## config.mk

```make
export PLATFORM = sky130hd
export DESIGN_NAME = number_to_digit_glyph_blits_core
export DESIGN_NICKNAME = d
export VERILOG_FILES = /design/src/rtl/core/ndg_pkg.sv /design/src/rtl/core/ndg_front.sv /design/src/rtl/core/ndg_queue.sv /design/src/rtl/core/ndg_back.sv /design/src/rtl/core/number_to_digit_glyph_blits_core.sv
export SDC_FILE = /design/constraint.sdc
export NUM_CORES = 1
export LEC_CHECK = 0
export BUFFER_PORTS_ARGS = -buffer_cell sky130_fd_sc_hd__buf_2
export CAP_MARGIN = 20
export CORE_MARGIN = 8
export CORE_UTILIZATION = 60
export CTS_CLUSTER_SIZE = 20
export DETAILED_ROUTE_END_ITERATION = 6
export PLACE_DENSITY_LB_ADDON = 0.15
export SYNTH_ARGS = -nofsm -noshare
export SYNTH_HDL_FRONTEND = slang
export SYNTH_HIERARCHICAL = 1
export SYNTH_SLANG_ARGS = --single-unit
```

## constraint.sdc

```tcl
create_clock -name clk_i -period 11.5 [get_ports clk_i]
set_input_delay 1.725 -clock clk_i [delete_from_list [all_inputs] [get_ports clk_i]]
set_output_delay 1.725 -clock clk_i [all_outputs]
set_load 0.02 [all_outputs]
```

## src/rtl/core/ndg_pkg.sv

```systemverilog
// Shared types and constants for the digit glyph blit sequencer.
package ndg_pkg;

  localparam int DIGIT_W     = 4;
  localparam int RECIP_SHIFT = 20;

  // floor(v * RECIP_10 / 2^20) == floor(v / 10) for every v up to 99999
  localparam logic [16:0] RECIP_10  = 17'd104858;
  localparam logic [16:0] VALUE_CAP = 17'd99999;

  localparam logic [1:0] REG_BASE   = 2'd0;
  localparam logic [1:0] REG_WIDTH  = 2'd1;
  localparam logic [1:0] REG_HEIGHT = 2'd2;

  localparam logic [31:0] BASE_RST   = 32'd0;
  localparam logic [9:0]  WIDTH_RST  = 10'd16;
  localparam logic [9:0]  HEIGHT_RST = 10'd32;

  localparam logic CMD_CLEAR = 1'b0;
  localparam logic CMD_BLIT  = 1'b1;

  typedef struct packed {
    logic        draw;
    logic [2:0]  count;
    logic [11:0] pos_x;
    logic [11:0] pos_y;
    logic [11:0] area_x;
    logic [11:0] area_y;
    logic [11:0] area_w;
    logic [11:0] area_h;
  } item_t;

  typedef struct packed {
    logic [31:0] base;
    logic [9:0]  w;
    logic [9:0]  h;
    logic [19:0] pix;
  } cfg_t;

endpackage

```

## src/rtl/core/ndg_front.sv

```systemverilog
// Front end: takes a request, saturates the value and splits it into decimal digits.
module ndg_front #(
  parameter int MAX_DIGITS = 5
) (
  input  logic                                   clk_i,
  input  logic                                   rst_ni,
  input  logic                                   start,
  output logic                                   busy,
  input  logic [16:0]                            value_i,
  input  logic [2:0]                             digit_count_i,
  input  logic [11:0]                            pos_x_i,
  input  logic [11:0]                            pos_y_i,
  input  logic [11:0]                            area_x_i,
  input  logic [11:0]                            area_y_i,
  input  logic [11:0]                            area_w_i,
  input  logic [11:0]                            area_h_i,
  output ndg_pkg::item_t                         item_o,
  output logic [MAX_DIGITS*ndg_pkg::DIGIT_W-1:0] digits_o,
  output logic                                   push_o,
  input  logic                                   full_i
);
  import ndg_pkg::*;

  localparam int IdxW = (MAX_DIGITS > 1) ? $clog2(MAX_DIGITS) : 1;

  typedef enum logic {FeIdle, FeConv} state_e;

  state_e               state_q;
  item_t                item_q;
  logic [16:0]          v_q;
  logic [2:0]           rem_q;
  logic [IdxW-1:0]      i_q;
  logic [DIGIT_W-1:0]   dig_q    [MAX_DIGITS];
  logic [DIGIT_W-1:0]   dig_push [MAX_DIGITS];

  logic [33:0]          prod;
  logic [13:0]          quot;
  logic [16:0]          quot10;
  logic [16:0]          diff;
  logic [DIGIT_W-1:0]   digit;
  logic                 last_step;
  logic                 fire;
  logic                 accept;
  logic                 draw;
  logic [16:0]          v_sat;

  // one digit per cycle (the last waits while the queue is full): reciprocal multiply, then remainder by shift-add
  assign prod   = 34'(v_q) * 34'(RECIP_10);
  assign quot   = 14'(prod >> RECIP_SHIFT);
  assign quot10 = 17'({quot, 3'b000}) + 17'({quot, 1'b0});
  assign diff   = v_q - quot10;
  assign digit  = diff[DIGIT_W-1:0];

  assign last_step = (rem_q <= 3'd1);
  assign push_o    = (state_q == FeConv) && last_step;
  assign fire      = push_o && !full_i;
  assign busy      = (state_q == FeConv) && !fire;
  assign accept    = start && !busy;

  assign draw  = (digit_count_i != 3'd0) && (32'(digit_count_i) <= MAX_DIGITS);
  assign v_sat = (value_i > VALUE_CAP) ? VALUE_CAP : value_i;

  always_comb begin
    for (int n = 0; n < MAX_DIGITS; n++) begin
      dig_push[n] = dig_q[n];
    end
    if (rem_q == 3'd1) begin
      dig_push[i_q] = digit;
    end
    for (int n = 0; n < MAX_DIGITS; n++) begin
      digits_o[n*DIGIT_W +: DIGIT_W] = dig_push[n];
    end
  end

  assign item_o = item_q;

  always_ff @(posedge clk_i or negedge rst_ni) begin
    if (!rst_ni) begin
      state_q <= FeIdle;
      item_q  <= '0;
      v_q     <= '0;
      rem_q   <= '0;
      i_q     <= '0;
      for (int n = 0; n < MAX_DIGITS; n++) begin
        dig_q[n] <= '0;
      end
    end else if (accept) begin
      state_q       <= FeConv;
      item_q.draw   <= draw;
      item_q.count  <= digit_count_i;
      item_q.pos_x  <= pos_x_i;
      item_q.pos_y  <= pos_y_i;
      item_q.area_x <= area_x_i;
      item_q.area_y <= area_y_i;
      item_q.area_w <= area_w_i;
      item_q.area_h <= area_h_i;
      v_q           <= v_sat;
      rem_q         <= draw ? digit_count_i : 3'd0;
      i_q           <= '0;
    end else if (state_q == FeConv) begin
      if (!last_step) begin
        dig_q[i_q] <= digit;
        v_q        <= 17'(quot);
        rem_q      <= rem_q - 3'd1;
        i_q        <= i_q + IdxW'(1);
      end else if (fire) begin
        state_q <= FeIdle;
      end
    end
  end

endmodule

```

## src/rtl/core/ndg_queue.sv

```systemverilog
// Two-entry queue between the digit splitter and the command generator.
module ndg_queue #(
  parameter int WIDTH = 8
) (
  input  logic             clk_i,
  input  logic             rst_ni,
  input  logic             push_i,
  input  logic [WIDTH-1:0] wdata_i,
  output logic             full_o,
  input  logic             pop_i,
  output logic [WIDTH-1:0] rdata_o,
  output logic             avail_o
);

  logic [WIDTH-1:0] mem_q [2];
  logic             wr_q;
  logic             rd_q;
  logic [1:0]       cnt_q;
  logic             do_push;
  logic             do_pop;

  assign full_o  = (cnt_q == 2'd2);
  assign avail_o = (cnt_q != 2'd0);
  assign do_push = push_i && !full_o;
  assign do_pop  = pop_i && avail_o;
  assign rdata_o = mem_q[rd_q];

  always_ff @(posedge clk_i or negedge rst_ni) begin
    if (!rst_ni) begin
      wr_q  <= 1'b0;
      rd_q  <= 1'b0;
      cnt_q <= 2'd0;
    end else begin
      if (do_push) begin
        wr_q <= !wr_q;
      end
      if (do_pop) begin
        rd_q <= !rd_q;
      end
      if (do_push && !do_pop) begin
        cnt_q <= cnt_q + 2'd1;
      end else if (do_pop && !do_push) begin
        cnt_q <= cnt_q - 2'd1;
      end
    end
  end

  always_ff @(posedge clk_i) begin
    if (do_push) begin
      mem_q[wr_q] <= wdata_i;
    end
  end

endmodule

```

## src/rtl/core/ndg_back.sv

```systemverilog
// Back end: turns a queued request into a clear command and, when it draws, one blit per digit.
module ndg_back #(
  parameter int MAX_DIGITS = 5
) (
  input  logic                                   clk_i,
  input  logic                                   rst_ni,
  input  ndg_pkg::cfg_t                          cfg_i,
  input  ndg_pkg::item_t                         item_i,
  input  logic [MAX_DIGITS*ndg_pkg::DIGIT_W-1:0] digits_i,
  input  logic                                   avail_i,
  output logic                                   pop_o,
  output logic                                   valid_o,
  output logic                                   command_kind_o,
  output logic [31:0]                            source_addr_o,
  output logic [12:0]                            dest_x_o,
  output logic [11:0]                            dest_y_o,
  output logic [11:0]                            rect_w_o,
  output logic [11:0]                            rect_h_o,
  output logic [19:0]                            pixel_count_o,
  output logic                                   last_o
);
  import ndg_pkg::*;

  localparam int IdxW = (MAX_DIGITS > 1) ? $clog2(MAX_DIGITS) : 1;

  item_t              cur_q;
  logic [DIGIT_W-1:0] cur_dig_q [MAX_DIGITS];
  logic               active_q;
  logic               clear_q;
  logic [IdxW-1:0]    j_q;
  logic [12:0]        x_q;

  logic               done;
  logic [DIGIT_W-1:0] digit;
  logic [23:0]        offs;
  logic [31:0]        src;

  // j_q counts down the digit positions, most significant first
  assign done  = clear_q ? !cur_q.draw : (j_q == '0);
  assign pop_o = avail_i && (!active_q || done);
  assign digit = cur_dig_q[j_q];
  assign offs  = 24'(digit) * 24'(cfg_i.pix);
  assign src   = cfg_i.base + 32'({offs, 1'b0});

  always_ff @(posedge clk_i or negedge rst_ni) begin
    if (!rst_ni) begin
      active_q <= 1'b0;
      clear_q  <= 1'b0;
      valid_o  <= 1'b0;
    end else begin
      valid_o  <= active_q;
      active_q <= pop_o || (active_q && !done);
      if (pop_o) begin
        clear_q <= 1'b1;
      end else if (active_q) begin
        clear_q <= 1'b0;
      end
    end
  end

  always_ff @(posedge clk_i) begin
    if (active_q) begin
      if (clear_q) begin
        command_kind_o <= CMD_CLEAR;
        source_addr_o  <= '0;
        dest_x_o       <= {1'b0, cur_q.area_x};
        dest_y_o       <= cur_q.area_y;
        rect_w_o       <= cur_q.area_w;
        rect_h_o       <= cur_q.area_h;
        pixel_count_o  <= '0;
        last_o         <= !cur_q.draw;
      end else begin
        command_kind_o <= CMD_BLIT;
        source_addr_o  <= src;
        dest_x_o       <= x_q;
        dest_y_o       <= cur_q.pos_y;
        rect_w_o       <= {2'b00, cfg_i.w};
        rect_h_o       <= {2'b00, cfg_i.h};
        pixel_count_o  <= cfg_i.pix;
        last_o         <= (j_q == '0);
      end
    end
    if (pop_o) begin
      cur_q <= item_i;
      x_q   <= {1'b0, item_i.pos_x};
      j_q   <= IdxW'(item_i.count - 3'd1);
      for (int n = 0; n < MAX_DIGITS; n++) begin
        cur_dig_q[n] <= digits_i[n*DIGIT_W +: DIGIT_W];
      end
    end else if (active_q && !clear_q) begin
      x_q <= x_q + {3'b000, cfg_i.w};
      j_q <= j_q - IdxW'(1);
    end
  end

endmodule

```

## src/rtl/core/number_to_digit_glyph_blits_core.sv

```systemverilog
// Top level: glyph registers, digit splitter, queue and command generator.
// An item with n digits to draw gives n+1 commands, one per cycle, the first one once
// the item has passed the splitter and the queue (only a clear when only the area is cleared).
// Throughput is set by the command generator, issuing one command per cycle; the
// splitter is never the slower side.
// The receiver cannot stall. Reset empties the queue and sets base 0, 16 x 32 glyphs.
module number_to_digit_glyph_blits_core #(
  parameter int MAX_DIGITS = 5
) (
  input  logic        clk_i,
  input  logic        rst_ni,
  input  logic        cfg_we_i,
  input  logic [1:0]  cfg_idx_i,
  input  logic [31:0] cfg_wdata_i,
  input  logic        start,
  output logic        busy,
  input  logic [16:0] value_i,
  input  logic [2:0]  digit_count_i,
  input  logic [11:0] pos_x_i,
  input  logic [11:0] pos_y_i,
  input  logic [11:0] area_x_i,
  input  logic [11:0] area_y_i,
  input  logic [11:0] area_w_i,
  input  logic [11:0] area_h_i,
  output logic        valid_o,
  output logic        command_kind_o,
  output logic [31:0] source_addr_o,
  output logic [12:0] dest_x_o,
  output logic [11:0] dest_y_o,
  output logic [11:0] rect_w_o,
  output logic [11:0] rect_h_o,
  output logic [19:0] pixel_count_o,
  output logic        last_o
);
  import ndg_pkg::*;

  localparam int DigBits = MAX_DIGITS * DIGIT_W;
  localparam int QWidth  = $bits(item_t) + DigBits;

  logic [31:0]        base_q;
  logic [9:0]         w_q;
  logic [9:0]         h_q;
  logic [19:0]        pix_q;
  cfg_t               cfg;

  item_t              fe_item;
  logic [DigBits-1:0] fe_digits;
  logic               fe_push;
  logic               q_full;
  logic               q_pop;
  logic               q_avail;
  logic [QWidth-1:0]  q_rdata;
  item_t              be_item;
  logic [DigBits-1:0] be_digits;

  always_ff @(posedge clk_i or negedge rst_ni) begin
    if (!rst_ni) begin
      base_q <= BASE_RST;
      w_q    <= WIDTH_RST;
      h_q    <= HEIGHT_RST;
    end else if (cfg_we_i) begin
      case (cfg_idx_i)
        REG_BASE:   base_q <= cfg_wdata_i;
        REG_WIDTH:  w_q    <= cfg_wdata_i[9:0];
        REG_HEIGHT: h_q    <= cfg_wdata_i[9:0];
        default: ;
      endcase
    end
  end

  // glyph area, registered from the width and height registers
  always_ff @(posedge clk_i) begin
    pix_q <= 20'(w_q) * 20'(h_q);
  end

  assign cfg.base = base_q;
  assign cfg.w    = w_q;
  assign cfg.h    = h_q;
  assign cfg.pix  = pix_q;

  ndg_front #(
    .MAX_DIGITS(MAX_DIGITS)
  ) u_front (
    .clk_i,
    .rst_ni,
    .start,
    .busy,
    .value_i,
    .digit_count_i,
    .pos_x_i,
    .pos_y_i,
    .area_x_i,
    .area_y_i,
    .area_w_i,
    .area_h_i,
    .item_o   (fe_item),
    .digits_o (fe_digits),
    .push_o   (fe_push),
    .full_i   (q_full)
  );

  ndg_queue #(
    .WIDTH(QWidth)
  ) u_queue (
    .clk_i,
    .rst_ni,
    .push_i  (fe_push),
    .wdata_i ({fe_item, fe_digits}),
    .full_o  (q_full),
    .pop_i   (q_pop),
    .rdata_o (q_rdata),
    .avail_o (q_avail)
  );

  assign be_item   = q_rdata[QWidth-1:DigBits];
  assign be_digits = q_rdata[DigBits-1:0];

  ndg_back #(
    .MAX_DIGITS(MAX_DIGITS)
  ) u_back (
    .clk_i,
    .rst_ni,
    .cfg_i    (cfg),
    .item_i   (be_item),
    .digits_i (be_digits),
    .avail_i  (q_avail),
    .pop_o    (q_pop),
    .valid_o,
    .command_kind_o,
    .source_addr_o,
    .dest_x_o,
    .dest_y_o,
    .rect_w_o,
    .rect_h_o,
    .pixel_count_o,
    .last_o
  );

endmodule

```

# --- After elaboration in Yosys (flattened, before gate mapping) ---
# Memories as Yosys holds them, arrays and structs flattened. A register that Yosys moved wholly into a read port is not among the register bits.
# Index checks and enable logic that the tools add are counted.
word_totals:
  romBits: 0
  latchBits: 0
  mem_count: 2
  ff_bits: 379
  in_bits: 130
  ramBits: 212
mem_list:
  columns: ["name", "depth", "width", "read_ports", "rd_clocked_by_memory_dff", "wr", "line_no", "rtl"]
  rows:
  - ["u_queue.mem_q", 2, 96, 1, 0, 1, "ndg_queue.sv:15", "logic [WIDTH-1:0] mem_q [2];"]
  - ["u_back.cur_dig_q", 5, 4, 1, 1, 5, "ndg_back.sv:27", "logic [DIGIT_W-1:0] cur_dig_q [MAX_DIGITS];"]
classes:
  shifts: 0
  n_bitwise: 3
  n_addsub: 10
  reduce_logical: 37
  n_mul: 3
  div_mod_pow: 0
  n_mux: 38
  magnitude_cmp: 5
  eq_ne: 5
op_table:
  columns: ["operator", "count"]
  rows:
  - ["17-bit 2-to-1 mux", 4]
  - ["12-bit 2-to-1 mux", 4]
  - ["17-bit by 16-bit multiplier with 33-bit output (second input constant)", 1]
  - ["32-bit by 25-bit adder with 32-bit output", 1]
  - ["3-bit 2-to-1 mux", 10]
  - ["4-bit by 20-bit multiplier with 24-bit output", 1]
  - ["20-bit bitwise mux", 1]
  - ["10-bit by 10-bit multiplier with 20-bit output", 1]
  - ["10-bit 2-to-1 mux", 2]
  - ["20-bit 2-to-1 mux", 1]
  - ["17-bit greater-than comparator (second input constant)", 1]
  - ["13-bit by 10-bit adder with 13-bit output", 1]
  - ["4-bit demux with 3-bit select", 1]
  - ["1-bit logical AND", 12]
  - ["1-bit 2-to-1 mux", 12]
  - ["1-bit logical NOT", 10]
  - ["2-bit nonzero test", 5]
  - ["3-bit by 1-bit subtractor with 3-bit output (second input constant)", 3]
  - ["2-bit AND reduction", 4]
  - ["4-bit adder", 1]
  - ["2-bit == test (second input constant)", 2]
  - ["4-bit >= comparator (second input constant)", 1]
  - ["4-bit by 1-bit < comparator with 1-bit output (second input constant)", 1]
  - ["2-bit 2-to-1 mux", 2]
  - ["17 further kinds", 19]

# --- Logic depth before layout (Yosys ltp) ---
depth:
  word_depth: 9
  ltp_mapped: 25
  depth_no_buf: 25

# --- By module ---
# The synthesis kept the hierarchy.
by_module_without_submodules:
  columns: ["module", "cells_each", "n_inst", "seq_area_each_um2", "area_each_um2"]
  rows:
  - ["ndg_back", 999, 1, 6130.9, 12032.8]
  - ["ndg_front", 1066, 1, 3002.9, 9894.5]
  - ["ndg_queue", 318, 1, 5865.6, 7243.2]
  - ["number_to_digit_glyph_blits_core", 555, 1, 1704.1, 5873.1]

# --- Worst setup path before layout ---
# No wires, ideal clock.
synth_path:
  path_kind: "flip-flop to flip-flop"
  startpoint: "reg u_front.v_q[3]"
  endpoint: "mem u_queue/mem_q[0][11] (netlist bit), data pin"
  slack_ns: 5.238
  arrival_time_ns: 5.984
  path_stages_with_launch: 24
  setup_ns: 0.278
  period_less_slack_ns: 6.262
  path_buffers: 0
  path_cell_list: "dfrtp_1 ha_1 inv_1 fa_1 inv_1 fa_1 fa_1 fa_1 inv_1 fa_1 inv_1 ha_1 nand4_1 nor4_1 a22oi_1 nand2_1 xor2_1 ha_1 and2_2 and2b_2 mux2i_1 xnor2_1 xnor2_2 o21ai_0"
synth_via:
  elab_chain_len: 5
synth_lines:
  columns: ["element", "line_no", "rtl"]
  rows:
  - ["from (decl)", "ndg_front.sv:30", "logic [16:0] v_q;"]
  - ["from (signal assigned)", "ndg_front.sv:97", "v_q <= v_sat;"]
  - ["from (signal assigned)", "ndg_front.sv:103", "v_q <= 17'(quot);"]
  - ["17-bit by 16-bit multiplier with 33-bit output", "ndg_front.sv:48", "assign prod = 34'(v_q) * 34'(RECIP_10);"]
  - ["4-bit adder", "ndg_front.sv:50", "assign quot10 = 17'({quot, 3'b000}) + 17'({quot, 1'b0});"]
  - ["4-bit subtractor (*)", "ndg_front.sv:51", "assign diff = v_q - quot10;"]
  - ["20-bit bitwise mux (*)", "ndg_front.sv:68", "dig_push[i_q] = digit;"]
  - ["20-bit 2-to-1 mux (*)", "ndg_front.sv:67", "if (rem_q == 3'd1) begin"]
  - ["net fe_digits[11]", "number_to_digit_glyph_blits_core.sv:47", "logic [DigBits-1:0] fe_digits;"]
  - ["to (decl)", "ndg_queue.sv:15", null]
# The timed path passes the listed nets; every way through them passes the cells marked *.

# --- Final worst setup path ---
# Same ends and word-level chain as after synthesis.

==> metrics <==
worst hold path type reg -> reg; CTS Hold Buffers Added 0; Final Hold Fails 0; Rel. slew slack 34.2%; reg-to-reg endpoint u_queue/mem_q[0][11]; antenna violations before repair 1; final setup vio count 0; worst hold path stage count 0; clk sink count 594; most frequent cell after synthesis nand2_1; Critical R2R Launch u_front/v_q[3]; Worst-Skew Late Latency 0.60 ns; RSZ-0062 raised after global routing no; synthesized flop and latch total 594; worst reg2reg setup slack 4.46 ns; cells after synthesis 2938; root buf cell clkbuf_16; H-tree levels 3; Synth area leader edfxtp_1; vias in the first global route 23900; Post-route DRC 0; core area 0.0577 mm2; Hold EP u_queue/mem_q[0][69]; area of the multi-input gates 0.0166 mm2; synth warn 6; Via density 5.71; Top Ports 235; Post CTS Setup Buffer Count 0; fin. max-slew vios 0; Clock Skews 0.0249 ns; initial core utilization 60.7%; Num CTS Buffers 66; Setup TNS Final 0 ns; IO buf count 234; Worst R2R Path Depth 23; Layout fillers 4269; Setup crit start kind flop; Synth Cell Area 0.0350 mm2; kind of critical path reg -> reg; Chip Width 258 um; status complete, no violations; Antenna Diode Count 0; post-synthesis sequential area ratio 47.7%; FF+latch area 0.0167 mm2; Area Overhead vs Synth 11.8%; post-CTS resize count 0; top cells by count, synth 400 x nand2_1, 391 x edfxtp_1, 333 x inv_1; DIE AREA 0.0664 mm2; crit path from u_front/v_q[3]; Post-synth EDFFs 391; row count 88; Final min period 7.04 ns; CP Max Fanout 10; largest net degree at the start of global routing 79; CP Capture Type flop; final WL 85600 um; wire per inst 21.5 um; Data arrival, critical path 7.33 ns; initial DRC count 1510; gr ovfl total 0; Clock transition at path regs 0.07 ns; WP data required 11.80 ns; maxcap violations 0; Die H 258 um; Pre-antenna DRT Iters 6; fmax 142 MHz; Worst-Margin Slew 0.987 ns; min-delay src u_front/item_o[49]; CTS tree done; first-pass GRT wire length 134000 um; layout cells sized above 1 19.1%; Tot GR Track Use 25.7%; Yosys cell types 92; prevailing post-synth register cell edfxtp_1; DP HPWL 63500 um; Synth area leaders edfxtp_1 34%, dfrtp_1 13%, fa_1 11%; vias 22700; CTS max path bufs 3; Yosys top cell area share 33.5%; ys async rst share 30.1%; post-route antenna net violation count 0; Post-Syn Nets 3516; final cycle utilization of the critical path 61.2%; Final #Nets 3740; syn_area_per_cell 11.9 um2; Final GP Congestion 0.937
[registers in the layout, summed over array words and instances, names as in the netlist, 10 cells and up, named ones only]
| register | flops |
|---|---|
| base_q | 32 |
| h_q | 10 |
| pix_q | 20 |
| u_back/cur_dig_q | 20 |
| u_back/cur_q | 61 |
| u_back/dest_x_o | 13 |
| u_back/dest_y_o | 12 |
| u_back/pixel_count_o | 20 |
| u_back/rect_h_o | 12 |
| u_back/rect_w_o | 12 |
| u_back/source_addr_o | 32 |
| u_back/x_q | 13 |
| u_front/dig_q | 20 |
| u_front/item_o | 76 |
| u_front/v_q | 17 |
| u_queue/mem_q | 192 |
| w_q | 10 |
[worst max path at each step]
stage,endpoint,slack [ns],depth (start not counted)
floorplan,u_queue/mem_q[0][11],5.24,23
global placement,u_queue/mem_q[0][19],4.68,23
detailed placement,u_queue/mem_q[0][11],4.51,23
CTS,u_queue/mem_q[0][11],4.48,23
global route,u_queue/mem_q[1][11],4.08,23
finish,u_queue/mem_q[0][11],4.46,23
[stage by stage]
stage          instances  hold WS, ns  util, %  instance area (um2)  setup WS, ns
6_report            3980        0.467     67.9                39200          4.46
5_1_grt             3980        0.483     67.9                39200          4.08
4_1_cts             3978        0.471     67.9                39200          4.48
3_5_place_dp        3857        0.456     63.9                36900          4.51
3_3_place_gp        3857        0.447     63.9                36900          4.68
2_1_floorplan       2938        0.442        -                35000          5.24
[kinds of logic (layout without fill, tap and decap cells)]
logic type               count (synthesis)  count (layout)  share of synthesized area (%)
adder cells (fa/ha/maj)                448             448                           20.0
AND/OR/NAND/NOR                        790             790                           10.8
XOR/XNOR                                85              85                           2.15
buffers and inverters                  433             710                           4.93
flip-flops                             594             594                           47.7
AO/OA/AOI/OAI                          365             365                           6.88
multiplexers                           223             223                           7.59
[worst max-delay path, cell delays in order (launching register included)]
cell and delay [ns]:
dfrtp_1 0.52, ha_1 0.41, inv_1 0.07, fa_1 0.56, inv_1 0.07, fa_1 0.50, fa_1 0.52, fa_1 0.55
inv_1 0.06, fa_1 0.53, inv_1 0.04, ha_1 0.34, nand3_1 0.10, nand2_1 0.05, o31ai_1 0.42, nand2_1 0.16
xor2_1 0.24, ha_1 0.32, and2_2 0.19, and2b_2 0.20, mux2i_1 0.07, xnor2_1 0.18, xnor2_2 0.41, o21ai_0 0.22
[final cells by class]
type | instances | share of cell area (%)
flip-flops and latches | 594 | 42.7
multi-input cells | 1911 | 42.5
repair buffers | 255 | 3.40
well taps | 765 | 2.44
inverters | 334 | 3.21
clock inverters | 31 | 1.05
clock buffers | 90 | 4.73
[routing by layer]
layer,part of all wire (%),GRT usage (%),vias to the layer above,routed length (um)
li1,-,-,10500,-
met1,43,34.2,11400,36600
met2,48,42.0,709,40800
met3,5.7,4.76,168,4920
met4,3.8,9.73,0,3250
met5,0,0,-,0
[layout by cell type (no fill, tap or decap), drive strengths merged, types with 52 or more instances in the layout]
cell type and count:
nor2b 90, mux2 211, ha 261, xnor2 52, a21oi 106, buf 252
o21ai 94, nor2 89, nand2 401, clkbuf 93, inv 338, and2 69
dfrtp 177, fa 187, edfxtp 391
Power is not shown: default switching activity piles up to over one toggle a cycle in this logic, so the estimate is an artifact.
